File: src/sv/bkra_pkg.sv
`timescale 1ns / 1ps
`default_nettype none
// ----------------------------------------------------------------------------
// bkra_pkg: shared types, constants and key map for the keyboard report decoder
// Holds the command codes, the queue entry type, the back-end states and the
// usage-code to ASCII lookup.
// ----------------------------------------------------------------------------
package bkra_pkg;

    localparam int FIFO_DEPTH_DEFAULT = 64;
    localparam int KEY_SLOTS          = 6;
    localparam int SLOT_W             = $clog2(KEY_SLOTS);
    localparam int Q_DEPTH            = 2;

    localparam logic [1:0] CMD_REPORT = 2'd0;
    localparam logic [1:0] CMD_READ   = 2'd1;
    localparam logic [1:0] CMD_SET    = 2'd2;

    localparam logic [6:0] MIN_REPORT     = 7'd8;
    localparam logic [7:0] USAGE_NONE     = 8'h00;
    localparam logic [7:0] USAGE_ROLLOVER = 8'h01;
    localparam logic [7:0] CAPS_USAGE     = 8'h39;
    localparam logic [7:0] LETTER_FIRST   = 8'h04;
    localparam logic [7:0] LETTER_LAST    = 8'h1D;
    localparam logic [7:0] MAP_SIZE       = 8'd128;
    localparam logic [7:0] SHIFT_MASK     = 8'h22;
    localparam logic [7:0] CAPS_LED       = 8'h02;

    typedef enum logic [1:0] {
        K_REPORT,
        K_READ,
        K_SET,
        K_NOP
    } kind_t;

    typedef struct packed {
        kind_t                       kind;
        logic [7:0]                  mods;
        logic [KEY_SLOTS-1:0][7:0]   keys;
        logic [7:0]                  led;
    } entry_t;

    typedef enum logic [1:0] {
        B_IDLE,
        B_SLOT,
        B_READ,
        B_EMIT
    } back_state_t;

    // Usage code to ASCII; codes without a character give zero.
    function automatic logic [6:0] key_to_ascii(input logic [7:0] code, input logic up);
        logic [6:0] c;
        c = 7'h00;
        if (code >= MAP_SIZE) begin
            c = 7'h00;
        end
        else if (code inside {[LETTER_FIRST:LETTER_LAST]}) begin
            c = up ? 7'(code + 8'h3D) : 7'(code + 8'h5D);
        end
        else if (!up && (code inside {[8'h1E:8'h26]})) begin
            c = 7'(code + 8'h13);
        end
        else if (code inside {[8'h59:8'h61]}) begin
            c = 7'(code - 8'h28);
        end
        else begin
            case (code)
                8'h1E: c = 7'h21;
                8'h1F: c = 7'h40;
                8'h20: c = 7'h23;
                8'h21: c = 7'h24;
                8'h22: c = 7'h25;
                8'h23: c = 7'h5E;
                8'h24: c = 7'h26;
                8'h25: c = 7'h2A;
                8'h26: c = 7'h28;
                8'h27: c = up ? 7'h29 : 7'h30;
                8'h28: c = 7'h0A;
                8'h29: c = 7'h1B;
                8'h2A: c = 7'h08;
                8'h2B: c = 7'h09;
                8'h2C: c = 7'h20;
                8'h2D: c = up ? 7'h5F : 7'h2D;
                8'h2E: c = up ? 7'h2B : 7'h3D;
                8'h2F: c = up ? 7'h7B : 7'h5B;
                8'h30: c = up ? 7'h7D : 7'h5D;
                8'h31: c = up ? 7'h7C : 7'h5C;
                8'h33: c = up ? 7'h3A : 7'h3B;
                8'h34: c = up ? 7'h22 : 7'h27;
                8'h35: c = up ? 7'h7E : 7'h60;
                8'h36: c = up ? 7'h3C : 7'h2C;
                8'h37: c = up ? 7'h3E : 7'h2E;
                8'h38: c = up ? 7'h3F : 7'h2F;
                8'h54: c = 7'h2F;
                8'h55: c = 7'h2A;
                8'h56: c = 7'h2D;
                8'h57: c = 7'h2B;
                8'h58: c = 7'h0A;
                8'h62: c = 7'h30;
                8'h63: c = 7'h2E;
                default: c = 7'h00;
            endcase
        end
        return c;
    endfunction

endpackage
`default_nettype wire

File: src/sv/bkra_if.sv
`timescale 1ns / 1ps
`default_nettype none
// ----------------------------------------------------------------------------
// bkra_if: request and response channels of the keyboard report decoder
// Valid/ready channels; an item moves when valid and ready are both high.
// ----------------------------------------------------------------------------
interface bkra_req_if;
    logic       valid;
    logic       ready;
    logic [1:0] command;
    logic [6:0] report_length;
    logic [7:0] modifier_bits;
    logic [7:0] key_0;
    logic [7:0] key_1;
    logic [7:0] key_2;
    logic [7:0] key_3;
    logic [7:0] key_4;
    logic [7:0] key_5;
    logic [7:0] led_value;

    modport source (
        output valid, command, report_length, modifier_bits,
               key_0, key_1, key_2, key_3, key_4, key_5, led_value,
        input  ready
    );
    modport sink (
        input  valid, command, report_length, modifier_bits,
               key_0, key_1, key_2, key_3, key_4, key_5, led_value,
        output ready
    );
endinterface

interface bkra_rsp_if;
    logic       valid;
    logic       ready;
    logic [6:0] read_char;
    logic       char_valid;
    logic       data_available;
    logic [7:0] led_state;
    logic [7:0] current_modifiers;
    logic       char_dropped;

    modport source (
        output valid, read_char, char_valid, data_available, led_state,
               current_modifiers, char_dropped,
        input  ready
    );
    modport sink (
        input  valid, read_char, char_valid, data_available, led_state,
               current_modifiers, char_dropped,
        output ready
    );
endinterface
`default_nettype wire

File: src/sv/bkra_front.sv
`timescale 1ns / 1ps
`default_nettype none
// ----------------------------------------------------------------------------
// bkra_front: request classifier
// Sort each request into report, read, LED set or no-op and pack it for the
// command queue.
// ----------------------------------------------------------------------------
module bkra_front (
    bkra_req_if.sink            request,
    output logic                push_valid,
    input  logic                push_ready,
    output bkra_pkg::entry_t    push_data
);
    import bkra_pkg::*;

    kind_t kind;

    always_comb
    begin
        case (request.command)
            CMD_REPORT: kind = (request.report_length >= MIN_REPORT) ? K_REPORT : K_NOP;
            CMD_READ:   kind = K_READ;
            CMD_SET:    kind = K_SET;
            default:    kind = K_NOP;
        endcase
    end

    assign push_valid        = request.valid;
    assign request.ready     = push_ready;
    assign push_data.kind    = kind;
    assign push_data.mods    = request.modifier_bits;
    assign push_data.keys[0] = request.key_0;
    assign push_data.keys[1] = request.key_1;
    assign push_data.keys[2] = request.key_2;
    assign push_data.keys[3] = request.key_3;
    assign push_data.keys[4] = request.key_4;
    assign push_data.keys[5] = request.key_5;
    assign push_data.led     = request.led_value;

endmodule
`default_nettype wire

File: src/sv/bkra_queue.sv
`timescale 1ns / 1ps
`default_nettype none
// ----------------------------------------------------------------------------
// bkra_queue: two-entry command queue
// Decouple the classifier from the slot sequencer.
// ----------------------------------------------------------------------------
module bkra_queue (
    input  logic                clk,
    input  logic                rst_n,
    input  logic                push_valid,
    output logic                push_ready,
    input  bkra_pkg::entry_t    push_data,
    output logic                pop_valid,
    input  logic                pop_ready,
    output bkra_pkg::entry_t    pop_data
);
    import bkra_pkg::*;

    localparam int IDX_W = $clog2(Q_DEPTH);
    localparam int CNT_W = $clog2(Q_DEPTH + 1);

    entry_t             entry_reg [Q_DEPTH];
    logic [IDX_W-1:0]   wr_idx_reg;
    logic [IDX_W-1:0]   wr_idx_next;
    logic [IDX_W-1:0]   rd_idx_reg;
    logic [IDX_W-1:0]   rd_idx_next;
    logic [CNT_W-1:0]   count_reg;
    logic [CNT_W-1:0]   count_next;
    logic               do_push;
    logic               do_pop;

    assign push_ready = (count_reg != CNT_W'(Q_DEPTH));
    assign pop_valid  = (count_reg != '0);
    assign pop_data   = entry_reg[rd_idx_reg];
    assign do_push    = push_valid && push_ready;
    assign do_pop     = pop_valid && pop_ready;

    always_comb
    begin
        wr_idx_next = wr_idx_reg;
        rd_idx_next = rd_idx_reg;
        count_next  = count_reg;
        if (do_push)
        begin
            wr_idx_next = (wr_idx_reg == IDX_W'(Q_DEPTH - 1)) ? '0 : wr_idx_reg + 1'b1;
        end
        if (do_pop)
        begin
            rd_idx_next = (rd_idx_reg == IDX_W'(Q_DEPTH - 1)) ? '0 : rd_idx_reg + 1'b1;
        end
        if (do_push && !do_pop)
        begin
            count_next = count_reg + 1'b1;
        end
        else if (do_pop && !do_push)
        begin
            count_next = count_reg - 1'b1;
        end
    end

    always_ff @(posedge clk or negedge rst_n)
    begin
        if (!rst_n)
        begin
            wr_idx_reg <= '0;
            rd_idx_reg <= '0;
            count_reg  <= '0;
        end
        else
        begin
            wr_idx_reg <= wr_idx_next;
            rd_idx_reg <= rd_idx_next;
            count_reg  <= count_next;
        end
    end

    always_ff @(posedge clk)
    begin
        if (do_push)
        begin
            entry_reg[wr_idx_reg] <= push_data;
        end
    end

endmodule
`default_nettype wire

File: src/sv/bkra_back.sv
`timescale 1ns / 1ps
`default_nettype none
// ----------------------------------------------------------------------------
// bkra_back: slot sequencer, character FIFO and response register
// Walk the key slots of a report one per cycle, push characters into the
// ring FIFO, serve reads and LED writes, and register the response.
// ----------------------------------------------------------------------------
module bkra_back #(
    parameter int FIFO_DEPTH = bkra_pkg::FIFO_DEPTH_DEFAULT
) (
    input  logic                clk,
    input  logic                rst_n,
    input  logic                pop_valid,
    output logic                pop_ready,
    input  bkra_pkg::entry_t    pop_data,
    bkra_rsp_if.source          response
);
    import bkra_pkg::*;

    localparam int PTR_W = $clog2(FIFO_DEPTH);
    localparam logic [PTR_W-1:0] PTR_LAST = PTR_W'(FIFO_DEPTH - 1);

    back_state_t                state_reg;
    back_state_t                state_next;
    logic [SLOT_W-1:0]          slot_reg;
    logic [KEY_SLOTS-1:0][7:0]  keys_reg;
    logic [KEY_SLOTS-1:0][7:0]  prev_keys_reg;
    logic [7:0]                 led_reg;
    logic [7:0]                 mods_reg;
    logic [PTR_W-1:0]           rd_ptr_reg;
    logic [PTR_W-1:0]           wr_ptr_reg;
    logic [PTR_W-1:0]           rd_ptr_inc;
    logic [PTR_W-1:0]           wr_ptr_inc;
    logic [6:0]                 mem [FIFO_DEPTH];
    logic [6:0]                 mem_rdata_reg;
    logic [6:0]                 rc_reg;
    logic                       char_valid_reg;
    logic                       dropped_reg;
    logic                       out_valid_reg;
    logic [6:0]                 out_char_reg;
    logic                       out_char_valid_reg;
    logic                       out_avail_reg;
    logic [7:0]                 out_led_reg;
    logic [7:0]                 out_mods_reg;
    logic                       out_dropped_reg;

    logic       out_free;
    logic       take;
    logic       slot_go;
    logic       read_go;
    logic       emit;
    logic       last_slot;
    logic [7:0] cur_key;
    logic       seen;
    logic       new_key;
    logic       up;
    logic [6:0] ch;
    logic       full;
    logic       fifo_empty;
    logic       mem_we;
    logic       drop_hit;
    logic       caps_hit;

    assign out_free   = !out_valid_reg || response.ready;
    assign last_slot  = (slot_reg == SLOT_W'(KEY_SLOTS - 1));
    assign rd_ptr_inc = (rd_ptr_reg == PTR_LAST) ? '0 : rd_ptr_reg + 1'b1;
    assign wr_ptr_inc = (wr_ptr_reg == PTR_LAST) ? '0 : wr_ptr_reg + 1'b1;
    assign full       = (wr_ptr_inc == rd_ptr_reg);
    assign fifo_empty = (rd_ptr_reg == wr_ptr_reg);

    // Next state
    always_comb
    begin
        state_next = state_reg;
        case (state_reg)
            B_IDLE:
            begin
                if (pop_valid)
                begin
                    case (pop_data.kind)
                        K_REPORT: state_next = B_SLOT;
                        K_READ:   state_next = B_READ;
                        default:  state_next = B_EMIT;
                    endcase
                end
            end
            B_SLOT:  state_next = last_slot ? B_EMIT : B_SLOT;
            B_READ:  state_next = B_EMIT;
            B_EMIT:  state_next = out_free ? B_IDLE : B_EMIT;
            default: state_next = B_IDLE;
        endcase
    end

    // Control outputs
    always_comb
    begin
        pop_ready = 1'b0;
        slot_go   = 1'b0;
        read_go   = 1'b0;
        emit      = 1'b0;
        case (state_reg)
            B_IDLE:  pop_ready = 1'b1;
            B_SLOT:  slot_go   = 1'b1;
            B_READ:  read_go   = 1'b1;
            B_EMIT:  emit      = out_free;
            default: pop_ready = 1'b0;
        endcase
    end

    assign take = pop_valid && pop_ready;

    // Slot datapath: compare against every key of the last report at once
    always_comb
    begin
        cur_key = keys_reg[slot_reg];
        seen    = 1'b0;
        for (int j = 0; j < KEY_SLOTS; j++)
        begin
            if (prev_keys_reg[j] == cur_key)
            begin
                seen = 1'b1;
            end
        end
        new_key = !(cur_key inside {USAGE_NONE, USAGE_ROLLOVER}) && !seen;
        up      = ((mods_reg & SHIFT_MASK) != '0)
                  ^ ((cur_key inside {[LETTER_FIRST:LETTER_LAST]})
                     && ((led_reg & CAPS_LED) != '0));
        ch      = key_to_ascii(cur_key, up);
    end

    assign mem_we   = slot_go && new_key && (ch != '0) && !full;
    assign drop_hit = slot_go && new_key && (ch != '0) && full;
    assign caps_hit = slot_go && new_key && (cur_key == CAPS_USAGE);

    always_ff @(posedge clk or negedge rst_n)
    begin
        if (!rst_n)
        begin
            state_reg     <= B_IDLE;
            slot_reg      <= '0;
            prev_keys_reg <= '0;
            led_reg       <= '0;
            mods_reg      <= '0;
            rd_ptr_reg    <= '0;
            wr_ptr_reg    <= '0;
            out_valid_reg <= 1'b0;
        end
        else
        begin
            state_reg <= state_next;
            if (take)
            begin
                slot_reg <= '0;
                if (pop_data.kind == K_REPORT)
                begin
                    mods_reg <= pop_data.mods;
                end
                if (pop_data.kind == K_SET)
                begin
                    led_reg <= pop_data.led;
                end
            end
            if (slot_go)
            begin
                slot_reg <= slot_reg + 1'b1;
                if (last_slot)
                begin
                    prev_keys_reg <= keys_reg;
                end
            end
            if (caps_hit)
            begin
                led_reg <= led_reg ^ CAPS_LED;
            end
            if (mem_we)
            begin
                wr_ptr_reg <= wr_ptr_inc;
            end
            if (read_go && !fifo_empty)
            begin
                rd_ptr_reg <= rd_ptr_inc;
            end
            if (emit)
            begin
                out_valid_reg <= 1'b1;
            end
            else if (response.ready)
            begin
                out_valid_reg <= 1'b0;
            end
        end
    end

    // Character memory: one write port, one registered read port
    always_ff @(posedge clk)
    begin
        if (mem_we)
        begin
            mem[wr_ptr_reg] <= ch;
        end
        mem_rdata_reg <= mem[rd_ptr_reg];
    end

    // Work and response payload
    always_ff @(posedge clk)
    begin
        if (take)
        begin
            keys_reg       <= pop_data.keys;
            rc_reg         <= '0;
            char_valid_reg <= 1'b0;
            dropped_reg    <= 1'b0;
        end
        if (drop_hit)
        begin
            dropped_reg <= 1'b1;
        end
        if (read_go && !fifo_empty)
        begin
            rc_reg         <= mem_rdata_reg;
            char_valid_reg <= 1'b1;
        end
        if (emit)
        begin
            out_char_reg       <= rc_reg;
            out_char_valid_reg <= char_valid_reg;
            out_avail_reg      <= !fifo_empty;
            out_led_reg        <= led_reg;
            out_mods_reg       <= mods_reg;
            out_dropped_reg    <= dropped_reg;
        end
    end

    assign response.valid             = out_valid_reg;
    assign response.read_char         = out_char_reg;
    assign response.char_valid        = out_char_valid_reg;
    assign response.data_available    = out_avail_reg;
    assign response.led_state         = out_led_reg;
    assign response.current_modifiers = out_mods_reg;
    assign response.char_dropped      = out_dropped_reg;

`ifndef SYNTHESIS
    a_push_leaves_data: assert property (@(posedge clk) disable iff (!rst_n)
        mem_we |=> (rd_ptr_reg != wr_ptr_reg))
        else $error("FIFO empty right after a push");

    a_popped_char_nonzero: assert property (@(posedge clk) disable iff (!rst_n)
        (out_valid_reg && out_char_valid_reg) |-> (out_char_reg != '0))
        else $error("popped character is zero");

    a_slot_in_range: assert property (@(posedge clk) disable iff (!rst_n)
        (state_reg == B_SLOT) |-> (slot_reg <= SLOT_W'(KEY_SLOTS - 1)))
        else $error("slot index out of range");

    a_emit_waits: assert property (@(posedge clk) disable iff (!rst_n)
        ((state_reg == B_EMIT) && !out_free) |=> (state_reg == B_EMIT))
        else $error("response lost while output stalled");
`endif

endmodule
`default_nettype wire

File: src/sv/boot_keyboard_report_to_ascii_unit.sv
`timescale 1ns / 1ps
`default_nettype none
// ----------------------------------------------------------------------------
// boot_keyboard_report_to_ascii_unit: boot keyboard report to ASCII decoder
// Decodes keyboard reports into characters held in a ring FIFO.
// ----------------------------------------------------------------------------
// Usage:
//   request carries one command per item: a keyboard report (modifier byte and
//   six key slots), a read of one queued character, or an LED byte write.
//   response returns exactly one item per request: the character read, FIFO
//   status, LED byte, latched modifiers and a drop flag.
// Flow:
//   A report leaves the command queue, then the slot sequencer handles one
//   slot a cycle (so that every slot may write the character memory), then
//   the response is registered. A read passes through the registered memory
//   read first; an LED write, a short report or an unused command goes
//   straight to the response register.
//   The sequencer takes a new item only once the last one has reached the
//   response register; a two-entry command queue lets the next request in
//   while one is decoded.
// Reset:
//   Clear LEDs, modifiers, previous keys and FIFO pointers; the FIFO is empty.
// Backpressure:
//   A stalled response holds its item; the sequencer waits, then the queue
//   fills and request.ready drops.
// ----------------------------------------------------------------------------
module boot_keyboard_report_to_ascii_unit #(
    parameter int FIFO_DEPTH = bkra_pkg::FIFO_DEPTH_DEFAULT
) (
    input  wire logic   clk,
    input  wire logic   rst_n,
    bkra_req_if.sink    request,
    bkra_rsp_if.source  response
);
    import bkra_pkg::*;

    // Classified commands from front to queue
    logic   push_valid;
    logic   push_ready;
    entry_t push_data;

    // Queue head toward the slot sequencer
    logic   pop_valid;
    logic   pop_ready;
    entry_t pop_data;

    bkra_front u_front (
        .request    (request),
        .push_valid (push_valid),
        .push_ready (push_ready),
        .push_data  (push_data)
    );

    bkra_queue u_queue (
        .clk        (clk),
        .rst_n      (rst_n),
        .push_valid (push_valid),
        .push_ready (push_ready),
        .push_data  (push_data),
        .pop_valid  (pop_valid),
        .pop_ready  (pop_ready),
        .pop_data   (pop_data)
    );

    // Sequencer, character memory and response register
    bkra_back #(
        .FIFO_DEPTH (FIFO_DEPTH)
    ) u_back (
        .clk        (clk),
        .rst_n      (rst_n),
        .pop_valid  (pop_valid),
        .pop_ready  (pop_ready),
        .pop_data   (pop_data),
        .response   (response)
    );

endmodule
`default_nettype wire

File: src/flat_wrapper.sv
// flat-port wrapper written by rule: the top's interface ports become plain ports
module boot_keyboard_report_to_ascii_unit_flat import bkra_pkg::*;
#(
    parameter int FIFO_DEPTH = bkra_pkg::FIFO_DEPTH_DEFAULT
)
  (clk, rst_n, request_valid, request_command, request_report_length, request_modifier_bits, request_key_0, request_key_1, request_key_2, request_key_3, request_key_4, request_key_5, request_led_value, request_ready, response_valid, response_read_char, response_char_valid, response_data_available, response_led_state, response_current_modifiers, response_char_dropped, response_ready);
  bkra_req_if request_i ();
  bkra_rsp_if response_i ();
  input  wire logic clk;
  input  wire logic rst_n;
  input wire logic [$bits(request_i.valid)-1:0] request_valid;
  input wire logic [$bits(request_i.command)-1:0] request_command;
  input wire logic [$bits(request_i.report_length)-1:0] request_report_length;
  input wire logic [$bits(request_i.modifier_bits)-1:0] request_modifier_bits;
  input wire logic [$bits(request_i.key_0)-1:0] request_key_0;
  input wire logic [$bits(request_i.key_1)-1:0] request_key_1;
  input wire logic [$bits(request_i.key_2)-1:0] request_key_2;
  input wire logic [$bits(request_i.key_3)-1:0] request_key_3;
  input wire logic [$bits(request_i.key_4)-1:0] request_key_4;
  input wire logic [$bits(request_i.key_5)-1:0] request_key_5;
  input wire logic [$bits(request_i.led_value)-1:0] request_led_value;
  output wire logic [$bits(request_i.ready)-1:0] request_ready;
  output wire logic [$bits(response_i.valid)-1:0] response_valid;
  output wire logic [$bits(response_i.read_char)-1:0] response_read_char;
  output wire logic [$bits(response_i.char_valid)-1:0] response_char_valid;
  output wire logic [$bits(response_i.data_available)-1:0] response_data_available;
  output wire logic [$bits(response_i.led_state)-1:0] response_led_state;
  output wire logic [$bits(response_i.current_modifiers)-1:0] response_current_modifiers;
  output wire logic [$bits(response_i.char_dropped)-1:0] response_char_dropped;
  input wire logic [$bits(response_i.ready)-1:0] response_ready;
  assign request_i.valid = request_valid;
  assign request_i.command = request_command;
  assign request_i.report_length = request_report_length;
  assign request_i.modifier_bits = request_modifier_bits;
  assign request_i.key_0 = request_key_0;
  assign request_i.key_1 = request_key_1;
  assign request_i.key_2 = request_key_2;
  assign request_i.key_3 = request_key_3;
  assign request_i.key_4 = request_key_4;
  assign request_i.key_5 = request_key_5;
  assign request_i.led_value = request_led_value;
  assign request_ready = request_i.ready;
  assign response_valid = response_i.valid;
  assign response_read_char = response_i.read_char;
  assign response_char_valid = response_i.char_valid;
  assign response_data_available = response_i.data_available;
  assign response_led_state = response_i.led_state;
  assign response_current_modifiers = response_i.current_modifiers;
  assign response_char_dropped = response_i.char_dropped;
  assign response_i.ready = response_ready;
  boot_keyboard_report_to_ascii_unit #(.FIFO_DEPTH(FIFO_DEPTH)) u_core (.clk(clk), .rst_n(rst_n), .request(request_i), .response(response_i));
endmodule
File: config.mk
export PLATFORM = sky130hd
export DESIGN_NAME = boot_keyboard_report_to_ascii_unit_flat
export DESIGN_NICKNAME = d
export VERILOG_FILES = /design/src/sv/bkra_pkg.sv /design/src/sv/bkra_if.sv /design/src/sv/bkra_front.sv /design/src/sv/bkra_queue.sv /design/src/sv/bkra_back.sv /design/src/sv/boot_keyboard_report_to_ascii_unit.sv /design/src/flat_wrapper.sv
export SDC_FILE = /design/constraint.sdc
export NUM_CORES = 1
export LEC_CHECK = 0
export ABC_CLOCK_PERIOD_IN_PS = 14000
export BUFFER_PORTS_ARGS = -buffer_cell sky130_fd_sc_hd__buf_2
export CORE_ASPECT_RATIO = 1.1
export CORE_MARGIN = 2
export CORE_UTILIZATION = 45
export CTS_CLUSTER_DIAMETER = 40
export DETAILED_ROUTE_END_ITERATION = 16
export SYNTH_ARGS = -nofsm -noshare
export SYNTH_HDL_FRONTEND = slang
export SYNTH_HIERARCHICAL = 1
export SYNTH_SLANG_ARGS = --single-unit
File: constraint.sdc
create_clock -name clk -period 14 [get_ports clk]
set_input_delay 2.8 -clock clk [delete_from_list [all_inputs] [get_ports clk]]
set_output_delay 2.8 -clock clk [all_outputs]
set_load 0.05 [all_outputs]
==> impl_summary.txt, run 1 <==
----------------------------------------------------
[Cells and area]
  Number of nets in the layout ... around 2000
  Proportion of layout cells with a drive suffix above 1 ... around 34%
  Layout overhead on the synthesized area ... 13.9%
  Largest register FFs ... 448
  Final antenna diode count ... 0
  Post-route cell area ... 0.0366 sq mm
  Filler cell count ... around 5700

[Clock tree]
  Worst skew pair latency ... ~0.66 ns
  Number of CTS-inserted buffers ... 100
  H-tree level count ... 3
  Worst-path clk slew ... 0.06 ns
  CTS resizes ... 0
  Clock tree buffer depth ... 3
  Clock sink count ... 756
  Count of hold buffers inserted by post-cts repair ... 0
  CTS Root Buffer Type ... sky130_fd_sc_hd__clkbuf_16
  Post-CTS Setup Repair Bufs ... 0
  TritonCTS clock tree ... built

[Floorplanning]
  Std-Cell Rows ... roughly 100
  IO Count ... 105
  Height of the die ... about 280 um
  Full die area ... 0.0735 sq mm
  Overall die width ... 259 um
  Starting density of the core ... 45.6%
  Core footprint ... just over 0.07 sq mm

[Synth]
  Top flip-flop cell by instance count after synthesis ... sky130_fd_sc_hd__edfxtp_1
  Library cell with the largest summed area after synthesis ... sky130_fd_sc_hd__edfxtp_1
  Library cells used by synthesis ... 96
  Area share of the largest cell type after synthesis ... 61.8%
  Syn Inst Count ... 1782
  Synthesized area per cell ... 18.0 sq um
  Flip-flop and latch count after synthesis ... 756
  Cell area after technology mapping ... roughly 0.032 sq mm
  Count of warnings emitted by yosys ... 6
  Number of enable flip-flop cells after synthesis ... around 660
  Fraction of registers with async set or reset after synthesis ... between 10% and 20%
  Most frequent cell after synthesis ... sky130_fd_sc_hd__edfxtp_1
  Top post-synthesis cells by count ... 661 x sky130_fd_sc_hd__edfxtp_1, 149 x sky130_fd_sc_hd__mux4_2, 108 x sky130_fd_sc_hd__mux2_2, 86 x sky130_fd_sc_hd__dfrtp_1, 80 x sky130_fd_sc_hd__buf_4
  Register area share after synthesis ... between 60% and 70%
  Largest cells by area after synthesis ... sky130_fd_sc_hd__edfxtp_1 62%, sky130_fd_sc_hd__mux4_2 10%, sky130_fd_sc_hd__dfrtp_1 6.7%
  Post-Syn Nets ... 1873

[Power]
  Leakage ... 12.2 nW
  Total power per unit cell area ... 271 mW/mm^2
  Worst-case vdd ir drop ... 0.369 mV

[STA]
  Final count of negative-setup-slack endpoints ... 0
  Normalized max-slew margin ... 13.2%
  Final setup TNS ... 0 ns
  Crit share post-route ... a little under three fifths
  Max-slew violation count ... 0
  Final setup skew ... around 0.042 ns
  Hold violation total from the final report ... 0
  Unrepaired setup endpoints after global routing ... false
  Slew at the pin with the worst max-slew slack ... 1.29 ns
  Crit path time final ... 7.77 ns
  Fin worst setup slack ... just over 6 ns
  Post-route worst hold slack ... 0.431 ns
  Highest achievable clock rate ... ~0.13 GHz

[Hold path]
  Min-Delay Startpoint ... u_core/u_back/rc_reg[5]$_SDFFCE_PN0P_
  WHS Path Cells ... 0
  Path category of the worst min-delay check ... reg2reg
  Min-Delay Endpoint ... u_core/u_back/response.read_char[5]$_DFFE_PP_

[Placed design]
  Setup WS pre-CTS ... between 6 and 7 ns
  Number of buffers added on ports ... 101
  Cell area after placement ... 0.0331 sq mm
  DPL Wire Length ... between 40000 and 50000 um
  Routability-driven placement congestion ratio ... roughly 0.9

[Global route]
  Routing usage on met3 ... 3.31%
  Number of global-route vias before repair ... 17252
  Global-route wire length before repair ... 107000 um
  Met2 Usage GRT ... 32.8%
  GR Overflow Total ... 0
  Maximum number of pins on one net before global-route repair ... 71
  Met1 layer usage reported by global route ... 25.8%
  Most utilized layer in the global route result ... met2
  Combined global-route utilization of all metal layers ... 19.5%
  Antenna violations before repair ... 0

[Critical path]
  Endpoint of the worst-slack reg-to-reg timing path ... u_core/u_back/mem[19][2]$_DFFE_PP_
  Classification of the worst setup path ... reg2reg
  Data required time of the critical path ... between 10 and 15 ns
  Worst setup SP type ... flop
  Maximum net fanout on the critical path ... 68
  Register-to-Register Path Depth ... 17
  Endpoint kind of the worst setup timing path ... flop
  R2R Setup Slk ... between 6 and 7 ns
  Arrival time worst endpoint ... 8.01 ns
  Startpoint of the worst-slack reg-to-reg timing path ... u_core/u_back/slot_reg[0]$_DFFE_PN0P_

[Outcome]
  Status ... complete, no violations

[Routing]
  Avg WL per Cell ... 24.5 um
  Via count ... 16462
  Count of nets left with antenna violations after detail routing ... 0
  Length of the first detailed-routing pass in iterations ... 6
  DRC violations left ... 0
  Via density ... 5.73
  Iteration-0 DRC count of the detailed router ... 1558
  Routed wire length ... 70500 um

[Run]
  Number of maximum-capacitance violations ... 0

----------------------------------------------------
## routing by layer
metal	part of all wire, %	routed length, um	up-vias
li1	-	-	7214
met4	2.9	2070	0
met2	50	35400	509
met5	0	0	-
met1	41	29100	8609
met3	5.5	3880	130
## power breakdown
| group | internal (W) | switching (W) |
|---|---|---|
| clock network | 0.00156 | 0.00101 |
| registers | 0.00354 | 0.000245 |
| logic | 0.00115 | 0.00240 |
| total | 0.00625 | 0.00366 |
## cell usage in the layout, fill, tap and decap left out, types with 32 or more instances in the layout
cell                        count
sky130_fd_sc_hd__buf_2        100
sky130_fd_sc_hd__buf_4         34
sky130_fd_sc_hd__edfxtp_1     661
sky130_fd_sc_hd__mux2_4        32
sky130_fd_sc_hd__nand2_1       59
sky130_fd_sc_hd__mux2_2       108
sky130_fd_sc_hd__xnor2_1       63
sky130_fd_sc_hd__dfrtp_1       82
sky130_fd_sc_hd__mux4_2       149
sky130_fd_sc_hd__clkbuf_16    101
sky130_fd_sc_hd__nor3_1        69
## stage by stage
step | std cells | utilization (%) | total power, W
after floorplan | 1782 | - | 0.00635
after global placement | 2685 | 47.0 | 0.00727
after detailed placement | 2685 | 47.0 | 0.00737
after CTS | 2874 | 51.9 | 0.00998
after global routing | 2874 | 51.9 | 0.0104
final | 2874 | 51.9 | 0.00991
## area by class of cell
cell class              instances  area, sq um  share of cell area (%)
clock inverters                78          913                    2.50
flip-flops and latches        756        22200                    60.7
multi-input cells             843         8900                    24.3
inverters                      16         60.1                   0.164
clock buffers                 111         2570                    7.04
well taps                     936         1170                    3.20
repair buffers                134          756                    2.07
## worst max-delay path by stage
stage	start	to	cells past startpoint	slack, ns
after floorplan	u_core/u_back/slot_reg[0]$_DFFE_PN0P_	u_core/u_back/mem[0][2]$_DFFE_PP_	15	7.57
after global placement	u_core/u_back/slot_reg[1]$_DFFE_PN0P_	u_core/u_back/mem[16][4]$_DFFE_PP_	17	6.52
after detailed placement	u_core/u_back/slot_reg[1]$_DFFE_PN0P_	u_core/u_back/mem[44][3]$_DFFE_PP_	17	6.38
after CTS	u_core/u_back/slot_reg[1]$_DFFE_PN0P_	u_core/u_back/mem[44][6]$_DFFE_PP_	17	6.37
after global routing	u_core/u_back/slot_reg[1]$_DFFE_PN0P_	u_core/u_back/mem[44][6]$_DFFE_PP_	17	5.88
final	u_core/u_back/slot_reg[0]$_DFFE_PN0P_	u_core/u_back/mem[19][2]$_DFFE_PP_	17	6.23
## critical path, stage by stage, from the launching register on
cell                       delay, ns
sky130_fd_sc_hd__dfrtp_1        0.33
sky130_fd_sc_hd__buf_4          0.31
sky130_fd_sc_hd__or2_2          0.29
sky130_fd_sc_hd__o22ai_1        0.16
sky130_fd_sc_hd__nor2_2         0.59
sky130_fd_sc_hd__clkinv_1       0.63
sky130_fd_sc_hd__ha_1           0.66
sky130_fd_sc_hd__nand2b_1       0.25
sky130_fd_sc_hd__a21oi_1        0.18
sky130_fd_sc_hd__o21ai_0        0.13
sky130_fd_sc_hd__nand4_1        0.19
sky130_fd_sc_hd__o22ai_1        0.25
sky130_fd_sc_hd__a41oi_1        0.46
sky130_fd_sc_hd__a21o_2         0.99
sky130_fd_sc_hd__nand3b_2       0.38
sky130_fd_sc_hd__o21ai_4        0.06
sky130_fd_sc_hd__buf_4          0.35
sky130_fd_sc_hd__nor3_1         1.11
## kinds of logic (layout without fill, tap and decap cells)
| logic type | count (synthesis) | after routing | share of synthesized area [%] |
|---|---|---|---|
| buffers and inverters | 183 | 339 | 3.34 |
| multiplexers | 311 | 311 | 16.4 |
| adder cells (fa/ha/maj) | 14 | 14 | 0.546 |
| flip-flops | 756 | 756 | 69.1 |
| XOR/XNOR | 82 | 82 | 2.24 |
| AO/OA/AOI/OAI | 150 | 150 | 3.51 |
| AND/OR/NAND/NOR | 286 | 286 | 4.81 |
No activity file was read; power rests on OpenSTA's default activity.
==> run 2, diff against run 1 <==
- ABC_CLOCK_PERIOD_IN_PS: 14000 -> 7200
- clock period: 14 -> 7.2 ns (I/O delays scaled with it)
==> run 2 against run 1 <==
Via count about the same. First-iteration DRC count is 3.9% lower. Sequential share of layout area shrank 0.43 points. Setup slack got worse by 5.3 ns. Design area grew 0.71%. Count of clock-buffer cells in the layout up 4. Total power up 98%. Combinational power up 100%. Final cell count up 0.94%. Largest power group unchanged. Highest routed layer is now met5.
==> impl_summary.txt, run 2 (synthesis results as in run 1) <==
----------------------------------------------------
[Global route]
  Antenna violations before repair ... 2
  Combined global-route utilization of all metal layers ... 19.8%
  Global-route wire length before repair ... 109000 um
  Number of global-route vias before repair ... 17265
  Maximum number of pins on one net before global-route repair ... 79
  GR Overflow Total ... 0

[Critical path]
  Critical path's largest stage delay ... ~1.0 ns
  Data required time of the critical path ... 7.46 ns
  Total buffers and inverters traversed by the critical path ... 3
  Classification of the worst setup path ... reg2reg
  Endpoint kind of the worst setup timing path ... flop
  Maximum net fanout on the critical path ... 68
  Critical path, cell by cell ... buf_4 -> mux2_1 -> a222oi_1 -> clkinv_1 -> ha_1 -> nor3b_1 -> o211ai_1 -> a31oi_2 -> o21ai_2 -> o311ai_0 -> o211a_4 -> o2111ai_4 -> o21ai_4 -> buf_12 -> nor3_1
  Slowest cell on the critical path ... sky130_fd_sc_hd__nor3_1
  Worst setup SP type ... flop
  Kind of cell adding the most delay to the critical path ... compound AO/OA/AOI/OAI gates
  Arrival time worst endpoint ... 6.50 ns

[Outcome]
  Status ... complete, no violations

[Floorplanning]
  IO Count ... around 110
  Height of the die ... between 200 and 300 um
  Full die area ... 0.0735 sq mm
  Std-Cell Rows ... approximately 100
  Starting density of the core ... 45.6%
  Overall die width ... ~260 um
  Core footprint ... 0.0704 sq mm

[Routing]
  Routed wire length ... 71800 um
  Count of nets left with antenna violations after detail routing ... 0
  Met3 WL ... about 3700 um
  Max Used Layer ... met5
  Routed wl met2 ... 36200 um
  Metal1 wirelength ... roughly 30000 um
  Via density ... between 5 and 6
  DRC violations left ... 0
  Length of the first detailed-routing pass in iterations ... 7
  Avg WL per Cell ... roughly 25 um
  Via count ... 16475
  Iteration-0 DRC count of the detailed router ... 1498

[Cells and area]
  Proportion of layout cells with a drive suffix above 1 ... around a third
  Layout overhead on the synthesized area ... 14.8%
  Number of nets in the layout ... 1967
  Most common cell after layout, fill and taps aside ... sky130_fd_sc_hd__edfxtp_1
  Largest register FFs ... 448
  Commonest cells after routing, fill and taps aside ... 661 x sky130_fd_sc_hd__edfxtp_1, 149 x sky130_fd_sc_hd__mux4_2, 108 x sky130_fd_sc_hd__mux2_2

[Clock tree]
  H-tree level count ... 3
  Worst skew pair latency ... 0.67 ns
  Clock tree buffer depth ... 3
  CTS resizes ... 0
  Post-CTS Setup Repair Bufs ... 0
  Number of CTS-inserted buffers ... ~100
  CTS Root Buffer Type ... sky130_fd_sc_hd__clkbuf_16
  TritonCTS clock tree ... built
  Count of hold buffers inserted by post-cts repair ... 0
  Clock sink count ... ~760
  Worst-path clk slew ... 0.06 ns

[Power]
  Worst-case vdd ir drop ... 0.646 mV
  Leakage ... about 12 nW
  Tot Pwr ... 0.0196 W
  Total power per unit cell area ... 532 mW/mm^2

[STA]
  Crit path time final ... between 6 and 7 ns
  Crit share post-route ... 86.6%
  Slew at the pin with the worst max-slew slack ... 1.28 ns
  Max-slew violation count ... 0
  Final count of negative-setup-slack endpoints ... 0
  Highest achievable clock rate ... about 0.16 GHz
  Normalized max-slew margin ... 14.3%
  Final setup skew ... 0.0408 ns
  Hold violation total from the final report ... 0
  Final setup TNS ... 0 ns
  Unrepaired setup endpoints after global routing ... false

[Placed design]
  Routability-driven placement congestion ratio ... about 0.87
  Number of buffers added on ports ... 101
  DPL Wire Length ... 45800 um

[Hold path]
  Path category of the worst min-delay check ... reg2reg

[Run]
  Number of maximum-capacitance violations ... 0

----------------------------------------------------
run 2: changes by cell type in the layout (fill, tap and decap cells not counted), sizes merged:
cell	change
buf	+23
inv	-7
clkbuf	+4
clkinv	+4
clkinvlp	+2
diode	+1
run 2: where the power goes:
group | internal [W] | switching (W)
Sequential | 0.00685 | 0.000526
Combinational | 0.00242 | 0.00471
Clock | 0.00308 | 0.00199
run 2: metrics by stage:
step / instances / util (%) / hold slack, ns / cell area, sq um / setup WS [ns]
3_5_place_dp: 2708 / 47.3 / 0.411 / 33300 / 1.03
2_1_floorplan: 1782 / - / 0.400 / 32100 / 0.772
6_report: 2901 / 52.3 / 0.423 / 36800 / 0.963
3_3_place_gp: 2708 / 47.3 / 0.412 / 33300 / 1.12
5_1_grt: 2901 / 52.3 / 0.435 / 36800 / 0.680
4_1_cts: 2900 / 52.3 / 0.425 / 36800 / 0.989
run 2: final timing paths:
kind / startpoint / end / slack [ns] / depth (start not counted)
max in group asynchronous: rst_n / u_core/u_back/prev_keys_reg[26]$_DFFE_PN0P_ / 5.30 / 2
min in group asynchronous: rst_n / u_core/u_back/mods_reg[0]$_DFFE_PN0P_ / 0.84 / 1
setup / recovery: u_core/u_back/slot_reg[1]$_DFFE_PN0P_ / u_core/u_back/mem[6][3]$_DFFE_PP_ / 0.96 / 15
hold reg to reg: u_core/u_back/rc_reg[2]$_SDFFCE_PN0P_ / u_core/u_back/response.read_char[2]$_DFFE_PP_ / 0.42 / 0
hold / removal: u_core/u_back/rc_reg[2]$_SDFFCE_PN0P_ / u_core/u_back/response.read_char[2]$_DFFE_PP_ / 0.42 / 0
setup reg to reg: u_core/u_back/slot_reg[1]$_DFFE_PN0P_ / u_core/u_back/mem[6][3]$_DFFE_PP_ / 0.96 / 15
run 2: metal layers:
layer / vias up / track usage [%]
met1: 8625 / 26.6
met4: 2 / 5.98
met2: 470 / 33.0
li1: 7275 / -
met5: - / 0
met3: 103 / 3.69
run 2: final cells by class:
type	count	area, sq um
multi-input combinational	843	8900
fill	5671	33600
antenna	1	2.50
tap	936	1170
inverter	16	60.1
clock buffer	115	2620
timing repair buffer	157	966
sequential	756	22200
clock inverter	77	913
